`config.mk`:
```
export PLATFORM = sky130hd
export DESIGN_NAME = ordered_timer_queue_top
export DESIGN_NICKNAME = d
export VERILOG_FILES = /design/src/rtl/otq_pkg.sv /design/src/rtl/ordered_timer_queue_top.sv /design/src/rtl/otq_ctrl.sv /design/src/rtl/otq_dp.sv
export SDC_FILE = /design/constraint.sdc
export NUM_CORES = 2
export LEC_CHECK = 0
export ABC_CLOCK_PERIOD_IN_PS = 9600
export BUFFER_PORTS_ARGS = -buffer_cell sky130_fd_sc_hd__buf_2
export CELL_PAD_IN_SITES_DETAIL_PLACEMENT = 0
export CELL_PAD_IN_SITES_GLOBAL_PLACEMENT = 1
export CORE_MARGIN = 2
export CORE_UTILIZATION = 50
export DETAILED_ROUTE_END_ITERATION = 6
export MAX_ROUTING_LAYER = met4
export PLACE_DENSITY = 0.73
export SLEW_MARGIN = 30
export SYNTH_ARGS = -nofsm -noshare
export SYNTH_HDL_FRONTEND = slang
export SYNTH_SLANG_ARGS = --single-unit
```
`constraint.sdc`:
```
create_clock -name clock -period 9.6 [get_ports clock]
set_input_delay 1.44 -clock clock [delete_from_list [all_inputs] [get_ports clock]]
set_output_delay 1.44 -clock clock [all_outputs]
set_load 0.05 [all_outputs]
```
`src/rtl/otq_pkg.sv`:
```
// types and constants shared by the timer queue modules
package otq_pkg;

   localparam int unsigned MaxFire = 16;

   localparam logic OP_INSERT = 1'b0;
   localparam logic OP_TICK   = 1'b1;

   typedef struct packed {
      logic        operation;
      logic [63:0] now_time;
      logic [63:0] expiry_time;
      logic [7:0]  timer_id;
      logic        repeat_req;
      logic [31:0] interval_us;
   } req_type;

   typedef struct packed {
      logic        fired;
      logic [7:0]  fired_id;
      logic        last;
      logic        dropped;
      logic        earliest_valid;
      logic [63:0] earliest_expiry;
   } rsp_type;

   // controller to datapath
   typedef struct packed {
      logic load;        // capture request beat
      logic do_insert;   // write entry into first free slot
      logic scan_clear;  // begin a scan pass
      logic scan_step;   // examine one slot
      logic fire;        // fire the chosen slot
      logic emit_fire;   // send next fired beat
      logic emit_last;   // this fired beat closes the tick
      logic emit_done;   // send closing beat (insert or quiet tick)
   } cmd_type;

   // datapath to controller
   typedef struct packed {
      logic is_tick;
      logic scan_end;    // current slot is the last one
      logic found;       // scan found an expired slot
   } sts_type;

endpackage

```
`src/rtl/ordered_timer_queue_top.sv`:
```
// top level of the ordered timer queue
//
//  channel | ports                       | direction | beat marked by
//  --------+-----------------------------+-----------+-------------------
//  request | start, busy, req_data       | in        | start && !busy
//  result  | rsp_strobe, rsp_data        | out       | rsp_strobe
//
// sequence: an insert runs decode, one pass for the earliest expiry and the
// emit state; a tick runs up to 16 search passes (the last one finding no
// expired timer, unless 16 fired), the earliest pass, then one emit per beat;
// each pass scans one slot a cycle; each result beat follows its emit cycle
// reset clears the used bits, the result strobe and the controller; slot contents stay undefined
// results cannot be stalled: each result beat shows for one cycle only
module ordered_timer_queue_top #(
   parameter int unsigned TABLE_DEPTH = 16
) (
   input  logic             clock,
   input  logic             reset,
   input  logic             start,
   output logic             busy,
   input  otq_pkg::req_type req_data,
   output logic             rsp_strobe,
   output otq_pkg::rsp_type rsp_data
);

   otq_pkg::cmd_type cmd;
   otq_pkg::sts_type sts;

   // controller: decode, search passes, earliest pass, beat emission
   otq_ctrl u_ctrl (
      .clock (clock),
      .reset (reset),
      .start (start),
      .busy  (busy),
      .sts   (sts),
      .cmd   (cmd)
   );

   // datapath: slot table, scan registers, fired id buffer, result register
   otq_dp #(.TABLE_DEPTH(TABLE_DEPTH)) u_dp (
      .clock      (clock),
      .reset      (reset),
      .req_data   (req_data),
      .cmd        (cmd),
      .sts        (sts),
      .rsp_strobe (rsp_strobe),
      .rsp_data   (rsp_data)
   );

endmodule

```
`src/rtl/otq_ctrl.sv`:
```
// sequencing state machine for the timer queue
module otq_ctrl (
   input  logic              clock,
   input  logic              reset,
   input  logic              start,
   output logic              busy,
   input  otq_pkg::sts_type  sts,
   output otq_pkg::cmd_type  cmd
);

   typedef enum logic [5:0] {
      ST_IDLE   = 6'b000001,
      ST_DECODE = 6'b000010,
      ST_SCAN   = 6'b000100,
      ST_PICK   = 6'b001000,
      ST_MIN    = 6'b010000,
      ST_EMIT   = 6'b100000
   } state_type;

   state_type state_ff, state_in;
   logic [4:0] count_ff, count_in;   // timers fired this tick
   logic [4:0] sent_ff, sent_in;     // fired beats sent so far

   always_comb begin
      state_in = state_ff;
      count_in = count_ff;
      sent_in  = sent_ff;
      cmd      = '0;
      unique case (state_ff)
         ST_IDLE: begin
            if (start) begin
               cmd.load = 1'b1;
               state_in = ST_DECODE;
            end
         end
         ST_DECODE: begin
            count_in = '0;
            sent_in  = '0;
            cmd.scan_clear = 1'b1;
            if (sts.is_tick) begin
               state_in = ST_SCAN;
            end else begin
               cmd.do_insert = 1'b1;
               state_in = ST_MIN;
            end
         end
         ST_SCAN: begin
            cmd.scan_step = 1'b1;
            if (sts.scan_end) state_in = ST_PICK;
         end
         ST_PICK: begin
            cmd.scan_clear = 1'b1;
            if (sts.found) begin
               cmd.fire = 1'b1;
               count_in = count_ff + 5'd1;
               if (count_in == 5'(otq_pkg::MaxFire)) state_in = ST_MIN;
               else state_in = ST_SCAN;
            end else begin
               state_in = ST_MIN;
            end
         end
         ST_MIN: begin
            // final pass for the earliest pending expiry
            cmd.scan_step = 1'b1;
            if (sts.scan_end) state_in = ST_EMIT;
         end
         ST_EMIT: begin
            if (count_ff == '0) begin
               cmd.emit_done = 1'b1;
               state_in = ST_IDLE;
            end else begin
               cmd.emit_fire = 1'b1;
               sent_in = sent_ff + 5'd1;
               if (sent_in == count_ff) begin
                  cmd.emit_last = 1'b1;
                  state_in = ST_IDLE;
               end
            end
         end
         default: state_in = ST_IDLE;
      endcase
   end

   assign busy = (state_ff != ST_IDLE);

   always_ff @(posedge clock) begin
      if (reset) begin
         state_ff <= ST_IDLE;
         count_ff <= '0;
         sent_ff  <= '0;
      end else begin
         state_ff <= state_in;
         count_ff <= count_in;
         sent_ff  <= sent_in;
      end
   end

endmodule

```
`src/rtl/otq_dp.sv`:
```
// slot table, scan comparators and result register for the timer queue
module otq_dp #(
   parameter int unsigned TABLE_DEPTH = 16
) (
   input  logic              clock,
   input  logic              reset,
   input  otq_pkg::req_type  req_data,
   input  otq_pkg::cmd_type  cmd,
   output otq_pkg::sts_type  sts,
   output logic              rsp_strobe,
   output otq_pkg::rsp_type  rsp_data
);

   localparam int unsigned IdxW  = (TABLE_DEPTH > 1) ? $clog2(TABLE_DEPTH) : 1;
   localparam int unsigned FireW = $clog2(otq_pkg::MaxFire);

   logic [TABLE_DEPTH-1:0] used_ff;
   logic [63:0]            expiry_ff [TABLE_DEPTH];
   logic [7:0]             id_ff     [TABLE_DEPTH];
   logic                   rep_ff    [TABLE_DEPTH];
   logic [31:0]            intv_ff   [TABLE_DEPTH];

   otq_pkg::req_type       req_ff;
   logic [IdxW-1:0]        idx_ff;
   logic                   found_ff;
   logic [IdxW-1:0]        best_ff;
   logic [63:0]            best_exp_ff;
   logic                   any_ff;    // any used slot, for earliest
   logic [63:0]            min_ff;
   logic [TABLE_DEPTH-1:0] picked_ff; // fired this tick
   logic                   drop_ff;
   logic [7:0]             fid_ff [otq_pkg::MaxFire];  // fired ids in firing order
   logic [FireW-1:0]       wr_ff;
   logic [FireW-1:0]       rd_ff;
   logic                   strobe_ff;
   otq_pkg::rsp_type       rsp_ff;

   // first free slot
   logic            free_ok;
   logic [IdxW-1:0] free_idx;
   always_comb begin
      free_ok  = 1'b0;
      free_idx = '0;
      for (int i = TABLE_DEPTH - 1; i >= 0; i--) begin
         if (!used_ff[i]) begin
            free_ok  = 1'b1;
            free_idx = IdxW'(i);
         end
      end
   end

   // one slot per cycle through the scan
   logic [63:0] cur_exp;
   logic        cur_cand;
   logic        cur_used;
   logic        scan_end;
   assign cur_used = used_ff[idx_ff];
   assign cur_exp  = expiry_ff[idx_ff];
   assign cur_cand = cur_used && !picked_ff[idx_ff] && (cur_exp < req_ff.now_time);
   assign scan_end = (idx_ff == IdxW'(TABLE_DEPTH - 1));

   logic [64:0] rearm_sum;
   assign rearm_sum = {1'b0, req_ff.now_time} + {33'd0, intv_ff[best_ff]};

   // used bits are the only reset state of the table
   always_ff @(posedge clock) begin
      if (reset) begin
         used_ff   <= '0;
         strobe_ff <= 1'b0;
      end else begin
         strobe_ff <= cmd.emit_fire || cmd.emit_done;
         if (cmd.do_insert && free_ok) begin
            used_ff[free_idx] <= 1'b1;
         end else if (cmd.fire && !rep_ff[best_ff]) begin
            used_ff[best_ff] <= 1'b0;
         end
      end
   end

   always_ff @(posedge clock) begin
      if (cmd.load) begin
         req_ff    <= req_data;
         picked_ff <= '0;
         wr_ff     <= '0;
         rd_ff     <= '0;
      end else begin
         if (cmd.do_insert) begin
            drop_ff <= !free_ok;
            if (free_ok) begin
               expiry_ff[free_idx] <= req_ff.expiry_time;
               id_ff[free_idx]     <= req_ff.timer_id;
               rep_ff[free_idx]    <= req_ff.repeat_req;
               intv_ff[free_idx]   <= req_ff.interval_us;
            end
         end else if (cmd.fire) begin
            picked_ff[best_ff] <= 1'b1;
            fid_ff[wr_ff]      <= id_ff[best_ff];
            wr_ff              <= wr_ff + FireW'(1);
            // re-arm at tick time plus interval, saturating
            if (rep_ff[best_ff]) begin
               expiry_ff[best_ff] <= rearm_sum[64] ? '1 : rearm_sum[63:0];
            end
         end
         if (cmd.emit_fire) begin
            rsp_ff.fired    <= 1'b1;
            rsp_ff.fired_id <= fid_ff[rd_ff];
            rsp_ff.last     <= cmd.emit_last;
            rsp_ff.dropped  <= 1'b0;
            rd_ff           <= rd_ff + FireW'(1);
         end else if (cmd.emit_done) begin
            rsp_ff.fired    <= 1'b0;
            rsp_ff.fired_id <= '0;
            rsp_ff.last     <= 1'b1;
            rsp_ff.dropped  <= (req_ff.operation == otq_pkg::OP_INSERT) && drop_ff;
         end
         if (cmd.emit_fire || cmd.emit_done) begin
            rsp_ff.earliest_valid  <= any_ff;
            rsp_ff.earliest_expiry <= any_ff ? min_ff : '0;
         end
      end
   end

   // scan registers: best expired candidate and smallest pending expiry
   always_ff @(posedge clock) begin
      if (cmd.scan_clear) begin
         idx_ff   <= '0;
         found_ff <= 1'b0;
         any_ff   <= 1'b0;
         min_ff   <= '0;
      end else if (cmd.scan_step) begin
         idx_ff <= scan_end ? '0 : idx_ff + IdxW'(1);
         if (cur_cand && (!found_ff || cur_exp < best_exp_ff)) begin
            found_ff    <= 1'b1;
            best_ff     <= idx_ff;
            best_exp_ff <= cur_exp;
         end
         if (cur_used && (!any_ff || cur_exp < min_ff)) begin
            any_ff <= 1'b1;
            min_ff <= cur_exp;
         end
      end
   end

   assign sts.is_tick  = (req_ff.operation == otq_pkg::OP_TICK);
   assign sts.scan_end = scan_end;
   assign sts.found    = found_ff;

   assign rsp_strobe = strobe_ff;
   assign rsp_data   = rsp_ff;

endmodule

```
# ---- Word level (Yosys, flattened, before mapping)
# Memory sizes are Yosys's and may differ from the RTL's. A register that Yosys moved wholly into a read port is not among the register bits.
# Cells that the tools add are included.
dict set report classes {
  n_addsub 6
  magnitude_cmp 8
  eq_ne 16
  n_mux 94
  n_bitwise 8
  reduce_logical 35
}
# op n
set ops {}
lappend ops {{$lt A64 B64 Y1} 3}
lappend ops {{$mux W64} 2}
lappend ops {{$mux W4} 25}
lappend ops {{$add A64 B32 Y65} 1}
lappend ops {{$reduce_or A64 Y1} 1}
lappend ops {{$mux W1} 44}
lappend ops {{$mux W6} 6}
lappend ops {{$pmux W6 S6} 1}
lappend ops {{$mux W16} 2}
lappend ops {{$or A16 B16 Y16} 2}
lappend ops {{$mux W5} 4}
lappend ops {{$pmux W5 S2} 2}
lappend ops {{$and A16 B16 Y16} 1}
lappend ops {{$not A16 Y16} 1}
lappend ops {{$reduce_and A2 Y1} 8}
lappend ops {{$lt A4 B5 Y1 const B} 3}
lappend ops {{$add A4 B1 Y4 const B} 3}
lappend ops {{$mux W11} 1}
lappend ops {{$add A5 B1 Y5 const B} 2}
lappend ops {{$mux W10} 1}
lappend ops {{$logic_and A1 B1 Y1} 9}
lappend ops {{$bmux W1 S4} 2}
lappend ops {{$demux W1 S4} 2}
lappend ops {{$ge A4 B1 Y1 const B} 2}
lappend ops {{other kinds (23)} 39}
dict set report totals {
  reg_bits 442
  ram_bits 1808
  in_bits 173
  output_inout_bits 78
  wordCells 199
  memories 5
}
# name words word_bits read_ports rd_clocked_by_memory_dff wr line
set memory_table {}
lappend memory_table {u_dp.expiry_ff 16 64 1 1 1 otq_dp.sv:18} ;# logic [63:0] expiry_ff [TABLE_DEPTH];
lappend memory_table {u_dp.intv_ff 16 32 1 1 1 otq_dp.sv:21} ;# logic [31:0] intv_ff [TABLE_DEPTH];
lappend memory_table {u_dp.fid_ff 16 8 1 1 1 otq_dp.sv:32} ;# logic [7:0] fid_ff [otq_pkg::MaxFire];
lappend memory_table {u_dp.id_ff 16 8 1 1 1 otq_dp.sv:19} ;# logic [7:0] id_ff [TABLE_DEPTH];
lappend memory_table {u_dp.rep_ff 16 1 1 1 1 otq_dp.sv:20} ;# logic rep_ff [TABLE_DEPTH];

# ---- Depth between registers and ports, before layout
dict set report logic_depth {
  ltp_word 22
  ltp_mapped 17
  mapped_depth_nobuf 12
}

# ---- Cells and area by module
# From an unflattened synthesis, not the netlist that was laid out.
dict set report unflattened {
  hier_cells 4776
  hier_area_um2 91535.3
}
# mod n_inst cells_each area_per_inst_um2 seq_area_each_um2
set by_module_without_submodules {}
lappend by_module_without_submodules {otq_dp 1 4657 90503.0 66213.5}
lappend by_module_without_submodules {otq_ctrl 1 119 1032.2 320.3}

# ---- Worst setup path after synthesis
# No wires, ideal clock.
dict set report synth_timing {
  kind {register to register}
  startpoint {reg u_ctrl.state_ff[1]}
  endpoint {reg u_ctrl.state_ff[1]}
  setup_ns 0.145
  arrival_time_ns 8.168
  required_time_ns 9.455
  path_slack_ns 1.287
  path_stages_with_launch 9
  path_buffers 0
  synth_period_minus_slack_ns 8.313
  cell_sequence {dfxtp_1 -> or4_1 -> nor3b_1 -> o41ai_1 -> inv_2 -> o31ai_1 -> and2_1 -> a21oi_1 -> a211oi_1}
}
dict set report synth_between {
  elab_chain_len 3
  elab_cells_between_ends 12
  classes_between {eq/ne (10); mux (1); reduce/logical (1)}
}
# element line
set synth_rtl {}
lappend synth_rtl {{start: declaration} otq_ctrl.sv:20} ;# state_type state_ff, state_in;
lappend synth_rtl {{start signal: assignment} otq_ctrl.sv:92} ;# state_ff <= state_in;
lappend synth_rtl {{$eq A6 B6 Y1, or another cell as far along} otq_ctrl.sv:29} ;# unique case (state_ff)
lappend synth_rtl {{$ne A3 B1 Y1 (no source line), or another cell as far along} n/a}
lappend synth_rtl {{$reduce_and A4 Y1 (no source line)} n/a}
# Several ways; a longest one is shown, not always the timed one.
# A chain may end at the register's enable or synchronous reset.

==> results.md <==
* Post-Route WL at around 240000 um
* Multiplexer share of the synthesized area at 0.1415
* Drt first-iter violations at between 5000 and 6000
* Crit path cell chain: buf_12 > mux4_2 > mux4_2 > ha_1 > and4_1 > and4_1 > and2_1 > a32o_1 > o21a_1 > a21o_2 > buf_4 > a211oi_1 > nor3_2
* Pin count of the biggest net entering global routing at 104
* Share of layout cells above drive strength 1 at 0.2529
* Syn_area_per_cell at ~19 um2
* Post-synthesis adder-cell area fraction at 0.03171
* Die area at around 190000 um2
* DR vias at 47680
* Pleak at roughly 0.033 uW
* Post-synth EDFFs at around 2100
* Asr flop ratio synth at 0
* M3 GR Usage at 0.03151
* Vias in the first global route at 47180
* VDD IR-drop max at approximately 0.00021 V
* Post-Synth XOR/XNOR Area at 0.004888
* Clock Latency Late Sink at ~870 ps
* Finished Layout Cells at about 7700
* FMAX at approximately 150 MHz
* Critical Path AT at 7440 ps
* Compound-Gate Fraction of Synth Area at 0.04025
* TritonCTS buffer count at 223
* Initial Util at 0.5045
* Hold path cells at 2
* Min-delay worst type: reg2reg
* Startpoint types: register
* Post-DP HPWL at 138300 um
* Slowest cell on crit path: o21a_1
* Seq/Total Area, Yosys at 0.7280
* Status: finished clean
* Root Buffer: clkbuf_16
* Final Hold Fails at 0
* Worst-margin pin slew at ~990 ps
* Most used DFF post-synth: edfxtp_1
* Postcts setup bufs at 0
* Gr usage total at 0.2609
* Crit Path Class: reg2reg
* Yosys warnings at 0
* Largest family of logic cells by synthesized area: multiplexers
* Clock sink count at between 2000 and 2500
* P per Cell Area at roughly 200 nW/um2
* Rel. slew slack at 0.3385
* Avg Vias per Cell at ~6.2
* CP required at 10150 ps
* Antenna violations before repair at 2
* # fillers at around 13000
* CP max stage delay at between 700 and 800 ps
* Area delta synth->final at 13.15%
* Post-synthesis simple-gate area fraction at 0.03490
* Final TNS setup at 0 ps
* Mapped cell area at between 90000 and 100000 um2
* Crit path time final at between 6000 and 7000 ps
* DRT Pass-1 Iters at 5
* Post-synthesis register bit count at roughly 2300
* Core area at ~180000 um2
* Post-route cell area at approximately 100000 um2
* Nets@finish at between 5000 and 6000
* Clk pin slew, worst setup/hold paths at about 60 ps
* RSZ-0062 raised after global routing: no
* Clock H-tree levels at 4
* Die height at approximately 430 um
* Final GP Congestion at approximately 0.86
* CTS tree: done
* CP endpoint kind: register
* Clock Tree Buf Depth at 3
* DP Area at 95890 um2
* Post-Syn Nets at ~5200
* Hold-fix buffers, CTS at 0
* Grt met1 use at 0.3489
* Post-Synthesis Cells at 4820
* Die width at around 430 um
* Final antenna-violating net count at 0
* Placed Cells at 7326
* Maxcap violations at 0
* PortBufs at between 200 and 300
* Worst-path fanout max at around 70
* Core Rows at between 150 and 200
* WL per Instance at ~30 um
* First-pass GRT wire length at ~340000 um
* Final worst slack at 2709 ps
* Fin crit share at 0.7178
* Synth unique cells at 78
* Setup-failing EPs final at 0
* Clock skew at between 60 and 70 ps
* Post-cts sizing count at 0
* R2R depth at 13
* Core Util, Final at 0.5709
* Io pins at 251
* Max Slew Vio Count at 0
* Dpl ws at around 2500 ps
* Drc violations at 0
* Overflow after GRT at 0
* Routing usage on met2 at 0.4222
* GRT Max-Usage Layer: met2
[cells in the mapped netlist, types with 6 or more instances]
cell type / count / area [um2]
nand3_1: 114 / 570.6
and4_1: 21 / 183.9
a211oi_1: 42 / 315.3
o31ai_1: 9 / 67.56
inv_1: 225 / 844.6
a2111oi_0: 7 / 61.31
ha_1: 230 / 2878
and3_1: 17 / 106.4
buf_1: 63 / 236.5
a21o_1: 48 / 360.4
or3_1: 11 / 68.82
xor2_1: 25 / 219.0
dfxtp_1: 139 / 2783
edfxtp_1: 2123 / 63750
o22a_1: 9 / 78.83
o21ai_1: 110 / 550.5
nand2b_1: 15 / 93.84
clkbuf_1: 137 / 514.2
mux2i_1: 12 / 120.1
o21ai_0: 53 / 265.3
buf_2: 12 / 60.06
xnor2_1: 26 / 227.7
nor3_1: 49 / 245.2
a21oi_1: 211 / 1056
a31oi_1: 17 / 106.4
nand4_1: 52 / 325.3
nor4_1: 11 / 68.82
nor2b_1: 18 / 112.6
and2_1: 9 / 56.30
nor2_1: 191 / 716.9
o211ai_1: 12 / 90.09
o21a_1: 19 / 142.6
mux4_2: 567 / 12770
nor3b_1: 6 / 45.04
or2_1: 8 / 50.05
nand2_1: 107 / 401.6
[layer usage]
layer	part of all wire	wire length, um
met2	0.50	117500
met1	0.40	94980
met5	0	0
met3	0.064	15020
met4	0.034	8007
[power breakdown]
group | internal (uW) | leakage (uW) | switching, uW
clock network | 4990 | 0.00358 | 3780
registers | 10900 | 0.0202 | 150
logic | 428 | 0.00937 | 692
total | 16300 | 0.0331 | 4620
[per-stage QoR]
step | hold WS (ps) | total power [uW]
final | 449.4 | 20950
after global routing | 469.3 | 21550
after CTS | 452.2 | 21080
after detailed placement | 439.4 | 12390
after global placement | 429.3 | 12370
after floorplan | 406.4 | 11930
[layout by cell type, fill, tap and decap left out, types with 33 or more instances in the layout]
| cell type | n |
|---|---|
| a211oi_1 | 42 |
| a21o_1 | 47 |
| a21oi_1 | 181 |
| buf_2 | 250 |
| buf_4 | 91 |
| clkbuf_1 | 46 |
| clkbuf_16 | 226 |
| clkinv_1 | 41 |
| clkinv_2 | 57 |
| dfxtp_1 | 130 |
| edfxtp_1 | 2123 |
| ha_1 | 230 |
| inv_1 | 209 |
| mux4_2 | 567 |
| nand2_1 | 107 |
| nand3_1 | 114 |
| nand4_1 | 52 |
| nor2_1 | 190 |
| nor3_1 | 33 |
| o21ai_0 | 53 |
| o21ai_1 | 109 |
[worst max-delay path, delay by kind of cell (launching register included)]
family	cells	cell delay [ps]
AOI/OAI and AO/OA	4	1780
buffers and inverters	2	930
DFF	1	720
muxes	2	1110
and+or+nand+nor	4	1370
adders and majority gates	1	540
[logic make-up (layout without fill, tap and decap cells)]
group	after synthesis	count (layout)
buffers and inverters	446	1000
flip-flops	2262	2262
XOR/XNOR	51	51
AND/OR/NAND/NOR	645	645
multiplexers	583	583
adder cells (fa/ha/maj)	231	231
other	0	1
AO/OA/AOI/OAI	602	602
[state kept, by name, indices dropped and copies added, names as in the netlist, 4 cells and up, named ones only]
signal	cells
u_ctrl.sent_ff	5
u_dp.req_ff	169
u_dp.wr_ff	4
u_ctrl.count_ff	5
u_dp.picked_ff	16
u_dp.min_ff	64
u_ctrl.state_ff	6
u_dp.best_exp_ff	64
u_dp.id_ff	128
u_dp.rd_ff	4
u_dp.rep_ff	16
u_dp.intv_ff	512
u_dp.expiry_ff	1024
u_dp.fid_ff	128
u_dp.best_ff	4
u_dp.idx_ff	4
u_dp.used_ff	16
u_dp.rsp_data	76
[final timing paths]
path / from / endpoint / slack [ps]
worst min-delay path: u_dp.picked_ff[3] / u_dp.picked_ff[3] / 450
worst max-delay path: register / u_dp.expiry_ff[6][31] / 2710
worst min register to register: u_dp.picked_ff[3] / u_dp.picked_ff[3] / 450
worst max register to register: register / u_dp.expiry_ff[6][31] / 2710
[cell type report]
cell class	count	area (um2)	share of cell area
Clock buffer	272	5828	0.05636
Multi-Input combinational cell	2112	23470	0.2270
Clock inverter	145	1541	0.01491
Timing Repair Buffer	352	2141	0.02070
Inverter	231	894.6	0.008652
Antenna cell	1	2.502	0.00002420
Sequential cell	2262	66560	0.6437
Tap cell	2370	2965	0.02868
(Power assumes the default switching activity.)
